===== config.mk =====
export PLATFORM = sky130hd
export DESIGN_NAME = cma_ram
export DESIGN_NICKNAME = d
export VERILOG_FILES = /design/src/rtl/core/cma_ram.sv
export SDC_FILE = /design/constraint.sdc
export NUM_CORES = 2
export LEC_CHECK = 0
export BUFFER_PORTS_ARGS = -buffer_cell sky130_fd_sc_hd__buf_2
export CAP_MARGIN = 20
export CORE_ASPECT_RATIO = 1.25
export CORE_MARGIN = 2
export CORE_UTILIZATION = 30
export DETAILED_ROUTE_END_ITERATION = 8
export HOLD_SLACK_MARGIN = 0.12
export PLACE_DENSITY = 0.52
export SYNTH_ARGS = -nofsm -noshare
export SYNTH_HDL_FRONTEND = slang
export SYNTH_MEMORY_MAX_BITS = 65536
export SYNTH_SLANG_ARGS = --single-unit

===== constraint.sdc =====
create_clock -name clk -period 6.55 [get_ports clk]
set_clock_uncertainty 0.15 [all_clocks]
set_input_delay 0.9825 -clock clk [delete_from_list [all_inputs] [get_ports clk]]
set_output_delay 0.9825 -clock clk [all_outputs]
set_load 0.03 [all_outputs]

===== src/rtl/core/cma_ram.sv =====
`timescale 1ns / 1ps
// ----------------------------------------------------------------------------
// cma_ram
// Generic simple dual-port RAM, one write and one registered read port.
// ----------------------------------------------------------------------------
module cma_ram #(
    parameter int WIDTH = 72,
    parameter int DEPTH = 64
) (
    input  logic                     clk,
    input  logic                     we,
    input  logic [$clog2(DEPTH)-1:0] waddr,
    input  logic [WIDTH-1:0]         wdata,
    input  logic                     re,
    input  logic [$clog2(DEPTH)-1:0] raddr,
    output logic [WIDTH-1:0]         rdata
);

    logic [WIDTH-1:0] mem_reg [DEPTH];
    logic [WIDTH-1:0] rdata_reg;

    always_ff @(posedge clk)
    begin
        if (we)
        begin
            mem_reg[waddr] <= wdata;
        end
        if (re)
        begin
            rdata_reg <= mem_reg[raddr];
        end
    end

    assign rdata = rdata_reg;

endmodule


; ---- After elaboration in Yosys (flattened, before gate mapping)
; Memory sizes are Yosys's and may differ from the RTL's. A register that Yosys moved wholly into a read port is not among the register bits.
; Index checks and enable logic that the tools add are counted.
; Widths: inputs -> output; s select.
[op_classes]
n_mux = 2
[op_table]
columns = op, count
row1 = $mux 1, 2
[totals]
inputBits = 87
wordCells = 3
ramBits = 4608
out_inout_bits = 72
ff_bits = 0
memories = 1
[mem_list]
columns = memory, depth, word_bits, rd, rd_ports_with_merged_regs, wr, line
row1 = mem_reg, 64, 72, 1, 1, 1, 19  ; logic [WIDTH-1:0] mem_reg [DEPTH];

; ---- Longest topological paths before layout
[logic_depth]
depth_word = 2
depth_mapped = 8
ltp_nobuf = 4

; ---- Least setup slack after synthesis
; OpenSTA, ideal clock, no wires.
[synth_path]
path_kind = input-to-reg
startpoint = in waddr[3]
endpoint = mem mem_reg[48][0] (enable)
cell_stages = 4
path_buffers = 1
setup_slack_ps = -581
arrival_time_ps = 6391
cell_sequence = clkbuf_1 nor2b_1 nand4b_1 nor3_1
[synth_lines]
columns = item, line
row1 = start: declaration, 12  ; input logic [$clog2(DEPTH)-1:0] waddr,
row2 = end: declaration, 19
; No word-level cell before the write port.

; ---- Final worst setup path
[layout_path]
startpoint = reg rdata_reg[20] (netlist: rdata[20]), read port of mem_reg
endpoint = out rdata[20]
[layout_lines]
columns = item, line
row1 = start: declaration, 20  ; logic [WIDTH-1:0] rdata_reg;
row2 = end: declaration, 16  ; output logic [WIDTH-1:0] rdata
; No word-level cell between the ends.

==> qor.csv <==
stage,metric,value,unit
power_and_ir_drop,clock power share,41.4,%
clock_tree,# Post-CTS Setup Buffers,0,
floorplanning,Starting Density,30.1,%
critical_path,"delay-heaviest family, CP",flip-flops,
global_routing,vias in the first global route,86823,
floorplanning,CORE AREA,585000,sq um
logic_synthesis,post-synthesis compound-gate area fraction,2.73,%
critical_path,R2R setup slack,4.44,ns
drt,vias per std cell,5.39,
drt,vias,85767,
global_routing,Top Usage Layer GRT,met2,
clock_tree,CTS resizes,0,
layout,max reg flops,4608,
sta,normalized max-slew margin,10.9,%
drt,DR WL/cell,35.3,um
clock_tree,Clock Path Buffers,4,
worst_hold_path,worst hold start,wdata[67],
global_routing,Tot GR Track Use,18.6,%
sta,post-route setup slack,3.01,ns
critical_path,data required time of the critical path,5.42,ns
placed_design,dpl ws,2.16,ns
power_and_ir_drop,internal power,48.6,mW
global_routing,M1 GR Usage,23.2,%
logic_synthesis,Syn Nets,7392,
power_and_ir_drop,Sw Share,21.8,%
critical_path,r2r startpoint,mem_reg[32][55],
sta,"Hold Vio Cnt, Final",0,
critical_path,Crit path depth,1,
layout,# fillers,53646,
flow_run,Max-Cap Viols,0,
layout,footprint of the multi-input gates,34000,sq um
outcome,status,"complete, no violations",
worst_hold_path,hold path depth,1,
logic_synthesis,post-synthesis sequential area ratio,79.9,%
logic_synthesis,Ys Warns,0,
critical_path,Worst Path Buf+Inv,1,
logic_synthesis,post-synthesis cell area,176000,sq um
clock_tree,Num CTS Buffers,440,
power_and_ir_drop,leakage power,61.7,nW
sta,minimum clock period,3.54,ns
layout,Final nets,7875,
layout,register area,141000,sq um
power_and_ir_drop,VDD IR max,0.263,mV
power_and_ir_drop,Pwr Total,62.1,mW
layout,share of layout cells above drive strength 1,28.3,%
critical_path,highest net fanout along the worst path,1,
clock_tree,H-tree depth,5,
power_and_ir_drop,pwr dens,305,nW/um^2
logic_synthesis,main combinational cell family by area after synthesis,multiplexers,
clock_tree,CTS tree,yes,
sta,Slew @ Worst Pin,1.34,ns
global_routing,first-pass GRT wire length,757000,um
logic_synthesis,post-synthesis mux area share,15.4,%
logic_synthesis,Synth Area in Adders,0,%
critical_path,crit path capture type,output pin,
logic_synthesis,"flops & latches, synth",4680,
logic_synthesis,"Top FF cell, synth",edfxtp_1,
global_routing,routing usage on met3,2.85,%
critical_path,critical path data arrival time,2.41,ns
power_and_ir_drop,part of the power in registers,53.8,%
placed_design,IO buf count,158,
logic_synthesis,Netlist cell types,26,
floorplanning,Die ar.,593000,sq um
floorplanning,chip height,860,um
floorplanning,num rows,314,
clock_tree,CTS Hold Bufs,0,
worst_hold_path,hold endpoint,mem_reg[33][67],
sta,Max Slew Vio Count,0,
critical_path,FF-to-FF path depth,4,
logic_synthesis,Post-synth ARST share,0,%
sta,hold_ws,0.140,ns
clock_tree,Clock transition at path regs,0.06,ns
layout,fin area,203000,sq um
floorplanning,# IOs,159,
critical_path,Crit Reg-Reg Endpoint,rdata[55],
sta,setup TNS,0,ns
critical_path,Crit path largest cell delay,1.01,ns
power_and_ir_drop,net switching component of the power,13.5,mW
clock_tree,root buf cell,clkbuf_16,
sta,max frequency,0.282,GHz
critical_path,Crit Path Class,register to output pin,
logic_synthesis,Post-synth EDFFs,4680,
critical_path,crit-path cells,buf_2,
clock_tree,CTS Sinks,4680,
drt,total wire length,563000,um
power_and_ir_drop,Logic pwr share,4.8,%
sta,RSZ-0062 raised after global routing,no,
logic_synthesis,Avg Inst Size Synth,24.1,sq um
floorplanning,Die Wd,689,um
global_routing,GRT met2 Usage,33.2,%
worst_hold_path,class of the worst hold path,primary input to register,
global_routing,largest net degree at the start of global routing,136,
placed_design,GP Congestion,0.751,
critical_path,"slowest stage cell, crit path",edfxtp_1,
drt,DR pass1 iterations,5,
clock_tree,latest clock arrival within the worst-skew pair,1.03,ns
logic_synthesis,Simple-Gate Fraction of Synth Area,0.878,%
logic_synthesis,post-synthesis cell count,7305,
global_routing,initial antenna violation count,69,
layout,area grow syn2layout,15.6,%
drt,DR DRC count,0,
placed_design,Detailed Place HPWL,293000,um
drt,DRT iter0 DRCs,10852,
logic_synthesis,XOR/XNOR Fraction of Synth Area,0,%
global_routing,grt ovf,0,
placed_design,DP Area,188000,sq um
drt,post-route ant nets,0,
sta,setup violators final,0,
critical_path,startpoint class of the critical path,register,
sta,fin crit share,54.1,%
==> power by group through the flow <==
| stage | Sequential, mW | Combinational (mW) | Clock, mW |
|---|---|---|---|
| after CTS | 33.4 | 2.97 | 26.1 |
| after global placement | 34.0 | 2.91 | 0 |
| final | 33.4 | 2.98 | 25.7 |
| after global routing | 33.4 | 3.14 | 27.2 |
| after detailed placement | 34.0 | 2.96 | 0 |
| after floorplan | 34.0 | 1.53 | 0 |
==> worst max path at each step <==
stage	start	to	slack, ns
global route	rdata[20]	rdata[20]	3.06
detailed placement	raddr[3]	rdata[67]	2.16
global placement	raddr[3]	rdata[67]	2.17
CTS	rdata[20]	rdata[20]	2.93
floorplan	waddr[5]	mem_reg[39][0]	1.04
finish	rdata[20]	rdata[20]	3.01
==> metrics by stage <==
stage / utilization, % / std cells
detailed placement: 32.2 / 15045
floorplan: - / 7305
finish: 34.8 / 15918
global route: 34.8 / 15907
global placement: 32.2 / 15041
CTS: 34.7 / 15850
==> cell usage after synthesis, types with 26 or more instances <==
cell type	instances	area (sq um)
edfxtp_1	4680	141000
buf_2	190	951
o211a_1	72	721
mux4_2	1152	25900
nor2_1	120	450
buf_1	27	101
mux2i_1	108	1080
a22oi_1	288	2160
a211oi_1	72	541
o221ai_1	54	473
nand3b_1	26	195
buf_4	56	420
clkbuf_1	143	537
o22ai_1	144	901
nand3_1	128	641
==> kinds of logic (layout without fill, tap and decap cells) <==
group / count (synthesis) / after routing
simple gates: 317 / 317
buf+inv: 418 / 1264
mux: 1260 / 1260
flops: 4680 / 4680
compound gates: 630 / 630
other cells: 0 / 25
==> placed cells by master (no fill, tap or decap), types with 47 or more instances in the layout <==
cell	n
a211oi_1	72
a22oi_1	288
buf_12	134
buf_2	153
buf_4	150
bufinv_16	47
clkbuf_1	70
clkbuf_16	442
clkinv_1	114
clkinv_2	84
edfxtp_1	4680
mux2i_1	108
mux4_2	1152
nand3_1	127
nor2_1	56
nor2_4	64
o211a_1	72
o221ai_1	54
o22ai_1	144
==> area by class of cell <==
type | count | area share [%]
Clock inverter | 293 | 1.49
Sequential cell | 4680 | 69.1
Clock buffer | 512 | 5.57
Antenna cell | 25 | 0.0307
Timing Repair Buffer | 459 | 2.39
Multi-Input combinational cell | 2207 | 16.7
Tap cell | 7742 | 4.76
==> routing by layer <==
layer	part of all wire, %	up-vias
met5	0.030	-
met4	3.1	28
met2	52	3756
met1	38	48303
met3	7.1	847
li1	-	32833
No activity file was read; power rests on OpenSTA's default activity.
