File: config.mk
export PLATFORM = sky130hd
export DESIGN_NAME = cma_div
export DESIGN_NICKNAME = d
export VERILOG_FILES = /design/src/rtl/core/cma_pkg.sv /design/src/rtl/core/cma_div.sv
export SDC_FILE = /design/constraint.sdc
export NUM_CORES = 1
export LEC_CHECK = 0
export ABC_CLOCK_PERIOD_IN_PS = 3900
export BUFFER_PORTS_ARGS = -buffer_cell sky130_fd_sc_hd__buf_2
export CAP_MARGIN = 20
export CORE_MARGIN = 2
export CORE_UTILIZATION = 40
export CTS_BUF_LIST = sky130_fd_sc_hd__clkbuf_4 sky130_fd_sc_hd__clkbuf_8
export CTS_CLUSTER_SIZE = 10
export DETAILED_ROUTE_END_ITERATION = 6
export HOLD_SLACK_MARGIN = 0.1
export SYNTH_ARGS = -nofsm -noshare
export SYNTH_HDL_FRONTEND = slang
export SYNTH_SLANG_ARGS = --single-unit
export TNS_END_PERCENT = 30
File: constraint.sdc
create_clock -name clk -period 3.9 [get_ports clk]
set_input_delay 0.39 -clock clk [delete_from_list [all_inputs] [get_ports clk]]
set_output_delay 0.39 -clock clk [all_outputs]
set_load 0.05 [all_outputs]
File: src/rtl/core/cma_pkg.sv
`timescale 1ns / 1ps
// ----------------------------------------------------------------------------
// cma_pkg
// Shared types and constants of the centered moving average block.
// ----------------------------------------------------------------------------
package cma_pkg;

    localparam int FRAME_W    = 24;
    localparam int TRK_W      = 24;
    localparam int HW_W       = 6;
    localparam int APB_DATA_W = 32;
    localparam int APB_ADDR_W = 3;
    localparam int REG_IDX_W  = APB_ADDR_W - 2;

    localparam logic [REG_IDX_W-1:0] REG_HALF_WINDOW = REG_IDX_W'(0);

    typedef enum logic [2:0] {
        ST_IDLE,
        ST_CHECK,
        ST_RM_SUB,
        ST_DIV,
        ST_PUT
    } cma_state_t;

endpackage

File: src/rtl/core/cma_div.sv
`timescale 1ns / 1ps
// ----------------------------------------------------------------------------
// cma_div
// Bit-serial signed divider, one quotient bit per cycle, rounds to nearest
// with ties away from zero.
// ----------------------------------------------------------------------------
module cma_div
    import cma_pkg::*;
#(
    parameter int SUM_W = 30,
    parameter int CNT_W = 7,
    parameter int Q_W   = 24
) (
    input  logic                    clk,
    input  logic                    rst_n,
    input  logic                    start,
    input  logic signed [SUM_W-1:0] sum,
    input  logic        [CNT_W-1:0] cnt,
    output logic                    busy,
    output logic        [Q_W-1:0]   quot
);

    localparam int DVD_W  = SUM_W + 1;
    localparam int STEP_W = $clog2(DVD_W + 1);

    logic              busy_reg, busy_next;
    logic [STEP_W-1:0] step_reg, step_next;
    logic              neg_reg, neg_next;
    logic [DVD_W-1:0]  dvd_reg, dvd_next;
    logic [CNT_W-1:0]  rem_reg, rem_next;

    logic [SUM_W-1:0]  mag;
    logic [CNT_W:0]    trial;
    logic [CNT_W:0]    diff;
    logic              fits;
    logic [Q_W-1:0]    q_low;

    always_comb
    begin
        mag   = sum[SUM_W-1] ? (~sum + SUM_W'(1)) : sum;
        trial = {rem_reg, dvd_reg[DVD_W-1]};
        diff  = trial - {1'b0, cnt};
        fits  = trial >= {1'b0, cnt};

        busy_next = busy_reg;
        step_next = step_reg;
        neg_next  = neg_reg;
        dvd_next  = dvd_reg;
        rem_next  = rem_reg;

        if (start)
        begin
            neg_next  = sum[SUM_W-1];
            dvd_next  = {1'b0, mag} + DVD_W'(cnt >> 1);
            rem_next  = '0;
            step_next = STEP_W'(DVD_W);
            busy_next = 1'b1;
        end
        else if (busy_reg)
        begin
            rem_next  = fits ? diff[CNT_W-1:0] : trial[CNT_W-1:0];
            dvd_next  = {dvd_reg[DVD_W-2:0], fits};
            step_next = step_reg - STEP_W'(1);
            busy_next = step_reg != STEP_W'(1);
        end
    end

    always_ff @(posedge clk or negedge rst_n)
    begin
        if (!rst_n)
        begin
            busy_reg <= 1'b0;
            step_reg <= '0;
        end
        else
        begin
            busy_reg <= busy_next;
            step_reg <= step_next;
        end
    end

    always_ff @(posedge clk)
    begin
        neg_reg <= neg_next;
        dvd_reg <= dvd_next;
        rem_reg <= rem_next;
    end

    assign q_low = dvd_reg[Q_W-1:0];
    assign quot  = neg_reg ? (~q_low + Q_W'(1)) : q_low;
    assign busy  = busy_reg;

endmodule

* Word level (Yosys, flattened, before mapping)
Index checks and enable logic that the tools add are counted.
Storage, ports and cells: logic and storage cells 24, input bits 40, bits in writable memories 0, output and inout bits 25, memories 0, latch bits 0, register bits 45, memory bits (read-only) 0
Cells by class: reduce and logical (&&, ||, !) cells 1, add/sub/neg operators 5, shift operators 0, mux-type cells 9, magnitude comparators 1, equality and inequality tests 1, divide/modulo/power cells 0, $mul 0, bitwise logic cells 2
Operator list (count):
- 2-to-1 mux 31 bit | 2
- adder 30 x 6 -> 31 bit | 1
- adder 30 x 2 -> 30 bit (second input constant) | 1
- 2-to-1 mux 30 bit | 1
- inverter 30 bit | 1
- adder 24 x 1 -> 24 bit (second input constant) | 1
- 2-to-1 mux 24 bit | 1
- inverter 24 bit | 1
- 2-to-1 mux 5 bit | 2
- >= comparator 8 x 7 -> 1 bit | 1
- 2-to-1 mux 7 bit | 1
- subtractor 7 bit | 1
- inequality test 5 x 1 -> 1 bit (second input constant) | 1
- subtractor 5 x 1 -> 5 bit (second input constant) | 1
- 2-to-1 mux 1 bit | 2
- nonzero test 2 bit | 1

* Longest topological paths before layout
word-level depth 5, gate-level depth with buffers 15, depth with buffers taken out 14

* Least setup slack after synthesis
No wires, ideal clock.
path type input -> register, start point input port sum[29], end point register dvd_reg[14] (data pin), buffers on the path 3, arrival time 3.613 ns, data required time 3.640 ns, setup slack 0.027 ns, stages 14, cells stage by stage clkbuf_1 -> clkbuf_1 -> clkbuf_1 -> o31ai_1 -> xnor2_1 -> ha_1 -> o21ai_0 -> o21bai_1 -> a21oi_1 -> or4b_4 -> or2_1 -> or3_1 -> xor2_1 -> mux2_4
On the way: longest elaborated chain between the ends 3
RTL lines:
- start, declared | RTL line cma_div.sv:17 | input logic signed [SUM_W-1:0] sum,
- 2-to-1 mux 30 bit | RTL line cma_div.sv:40 | mag = sum[SUM_W-1] ? (~sum + SUM_W'(1)) : sum;
- adder 30 x 6 -> 31 bit | RTL line cma_div.sv:54 | dvd_next = {1'b0, mag} + DVD_W'(cnt >> 1);
- 2-to-1 mux 31 bit | RTL line cma_div.sv:51 | if (start)
- net dvd_next[14] | RTL line cma_div.sv:29 | logic [DVD_W-1:0] dvd_reg, dvd_next;
- end signal, assigned | RTL line cma_div.sv:85 | dvd_reg <= dvd_next;
- end, declared | RTL line cma_div.sv:29
The timed path passes the listed nets, and every way through them passes these cells. A chain may end at the register's enable or synchronous reset.

* Worst setup path after layout
start point register dvd_reg[5], end point output port quot[18]
On the way: longest elaborated chain between the ends 3
RTL lines:
- inverter 24 bit | RTL line cma_div.sv:90 | assign quot = neg_reg ? (~q_low + Q_W'(1)) : q_low;
- adder 24 x 1 -> 24 bit | RTL line cma_div.sv:90
- 2-to-1 mux 24 bit | RTL line cma_div.sv:90
- end, declared | RTL line cma_div.sv:20 | output logic [Q_W-1:0] quot
Every way passes these cells.

==> flow_metrics.py <==
metrics = {
    "final_layout": {
        "stdcell_area_um2": 4877,
        "post-route-util": 0.4746,
        "diodes": 0,
        "final_layout_size_suffix_gt1_frac": 0.2155,
        "syn2layout_area_growth_pct": 15.77,
        "num-fill-cells": 1040,
        "fin_cells": 679,
        "largest_reg_flops": 31,
        "layout.nets": 602,
    },
    "timing": {
        "worst_pin_slew_ns": 0.7325,
        "fin_tns_setup_ns": 0,
        "setup_violations": 0,
        "fin_crit_sh": 0.8932,
        "period_needed_ns": 3.483,
        "hold_viol_final": 0,
        "drv_slew": 0,
        "max_freq_ghz": 0.2871,
        "rsz0062_at_grt": "no",
        "timing.slew.headroom": 0.5111,
        "finClkSkew_ns": 0.01031,
    },
    "global_routing": {
        "antenna_found_initial": 0,
        "track_usage": 0.1859,
        "grt_pass1_wl_mm": 17.11,
        "grt_pass1_vias": 3446,
        "grt-ovfl-total": 0,
        "grt_max_degree": 48,
    },
    "detailed_routing": {
        "routed_wl_mm": 10.16,
        "via_count": 3745,
        "ant_nets": 0,
        "dr.pass1.iters": 4,
        "vias_per_cell": 5.515,
        "first_iter_violations": 178,
        "drc": 0,
        "wl_per_cell_um": 14.96,
    },
    "synthesis": {
        "synthMuxAreaShare": 0.05792,
        "synth-xor-area-share": 0.1518,
        "synthAdderAreaFrac": 0.06296,
        "yosysMostFrequentCell": "xnor2_1",
        "synthTopCellsByArea": "edfxtp_1 23%, xnor2_1 12%, ha_1 5.3%, mux2_2 4.0%, dfrtp_1 3.6%",
        "synth_compound_area_frac": 0.1714,
        "synth_area_um2": 4213,
        "synth-main-ff-cell": "edfxtp_1",
        "syn_area_per_cell_um2": 8.888,
        "yosys_warnings": 0,
        "synthCells": 474,
        "synth_edf_count": 32,
        "ys_ff_latch": 45,
        "yosys.area.top_type": "edfxtp_1",
        "synth_simple_gate_area_share": 0.2156,
        "synth_top_family_by_area": "simple AND/OR/NAND/NOR gates",
        "synth_common_cells": "57 x xnor2_1, 37 x nand2_1, 32 x edfxtp_1",
        "yosysSeqAreaShare": 0.2970,
        "async_reset_ff_frac": 0.1333,
        "synth_nets": 534,
        "synth_cell_types": 63,
        "synth_top_area_frac": 0.2281,
    },
    "placed_design": {
        "dpl.cell_count": 670,
        "hpwl_mm": 7.865,
        "port-buffer-count": 64,
        "dpl_cell_area_um2": 4753,
        "place_congestion": 0.9010,
    },
    "worst_setup_path": {
        "crit_type": "flip-flop to primary output",
        "cp_num_buf_inv": 1,
        "reg2reg_slack_ns": 1.13,
        "crit_path_cell_trace": "or4_1 -> nor4_1 -> nand2b_1 -> or2_2 -> or3_1 -> o31ai_1 -> xnor2_1 -> buf_2",
        "path_max_fanout": 4,
        "crit_required_ns": 3.51,
        "worst_ep_arrival_time_ns": 3.09,
        "r2r-start": "dvd_reg[30]$_DFFE_PP_",
        "start_kind": "flip-flop",
        "crit_start": "dvd_reg[5]$_DFFE_PP_",
        "cp_slowest_stage_delay_ns": 0.59,
        "critPathTopFamily": "simple AND/OR/NAND/NOR gates",
        "crit_slowest_cell": "or4_1",
        "cp-end-kind": "primary output",
    },
    "power_and_ir_drop": {
        "p_leak_nw": 1.859,
        "ir_drop_mv": 0.2321,
        "finalPower_mw": 2.124,
        "power.density_nw_per_um2": 435.4,
    },
    "min_path": {
        "hp-class": "primary input to flip-flop",
        "hp-start": "sum[29]",
    },
    "cts": {
        "cts_sinks": 45,
        "cts_hold_buf": 1,
        "cts_root_buf": "clkbuf_8",
        "clk_latency_ns": 0.30,
        "cts_resized": 0,
        "cts.path.max_buffers": 2,
        "cts_setup_buffers": 0,
        "cts_buffers": 5,
        "clk_pin_slew_ns": 0.09,
        "cts_tree": "done",
        "htree_levels": 2,
    },
    "run_status": {
        "status": "complete, no violations",
    },
    "die": {
        "core_um2": 10280,
        "initial_core_util": 0.4099,
        "die_h_um": 106.6,
        "dieArea_um2": 11370,
        "fp.dieW_um": 106.6,
        "core.rowCount": 37,
        "ios": 65,
    },
    "run": {
        "maxCapViolations": 0,
    },
}
## path summary, 6_finish.rpt
check	end	depth (start not counted)
setup / recovery	quot[18]	8
hold / removal	neg_reg$_DFFE_PP_	1
setup reg to reg	rem_reg[0]$_SDFFE_PP0P_	12
hold reg to reg	rem_reg[6]$_SDFFE_PP0P_	2
max in group asynchronous	step_reg[4]$_DFFE_PN0P_	2
min in group asynchronous	step_reg[0]$_DFFE_PN0P_	2
## area by class of cell
cell class | instances | area [µm²] | area share
Clock inverter | 3 | 45.04 | 0.009236
Tap cell | 136 | 170.2 | 0.03489
Clock buffer | 5 | 68.82 | 0.01411
Sequential cell | 45 | 1251 | 0.2565
Multi-Input combinational cell | 382 | 2779 | 0.5698
Timing Repair Buffer | 84 | 473.0 | 0.09697
Inverter | 24 | 90.09 | 0.01847
## power breakdown
part	switching, mW	internal [mW]	total, mW
combinational	0.649	0.393	1.04
sequential	0.0925	0.624	0.716
clock	0.173	0.193	0.365
## cell usage in the layout, fill, tap and decap left out, types with 7 or more instances in the layout
cell / Yosys / routed
nor2_1: 30 / 30
edfxtp_1: 32 / 32
o21ai_0: 25 / 25
buf_2: 2 / 64
dfxtp_1: 7 / 7
mux2_2: 15 / 15
or4_1: 13 / 13
a211oi_1: 8 / 8
nor3_1: 9 / 9
xnor2_1: 57 / 57
or3_1: 8 / 8
a21oi_1: 11 / 11
o31ai_1: 16 / 16
nand2_1: 37 / 37
nand2b_1: 8 / 8
ha_1: 18 / 18
nor4_1: 11 / 11
o41ai_1: 9 / 9
nand3_1: 14 / 14
inv_1: 24 / 24
xor2_1: 16 / 16
buf_4: 1 / 19
## per-stage QoR
step / worst slack, ns / hold WS (ns)
3_3_place_gp: 0.1620 / 0.2208
6_report: 0.4166 / 0.3970
2_1_floorplan: 0.02715 / 0.09441
3_5_place_dp: 0.1131 / 0.2207
4_1_cts: 0.3832 / 0.3874
5_1_grt: 0.08061 / 0.4055
## worst reg2reg max path, delay by kind of cell, from the launching register on
kind | cells | cell delay (ns)
compound gates | 5 | 0.82
fa+ha+maj | 2 | 0.62
mux | 1 | 0.35
flops | 1 | 0.34
simple gates | 2 | 0.31
buf+inv | 2 | 0.25
## layer usage
metal	GRT usage	vias up	part of all wire
met3	0.01884	14	0.053
li1	-	1896	-
met5	0	-	0
met4	0.05751	0	0.019
met2	0.2621	126	0.41
met1	0.2946	1709	0.52
## logic make-up after synthesis
| kind of cell | count (synthesis) |
|---|---|
| compound gates | 104 |
| xor+xnor | 73 |
| fa+ha+maj | 20 |
| buf+inv | 47 |
| flops | 45 |
| mux | 22 |
| simple gates | 163 |
Note: power is estimated with default switching activity, not from simulation.
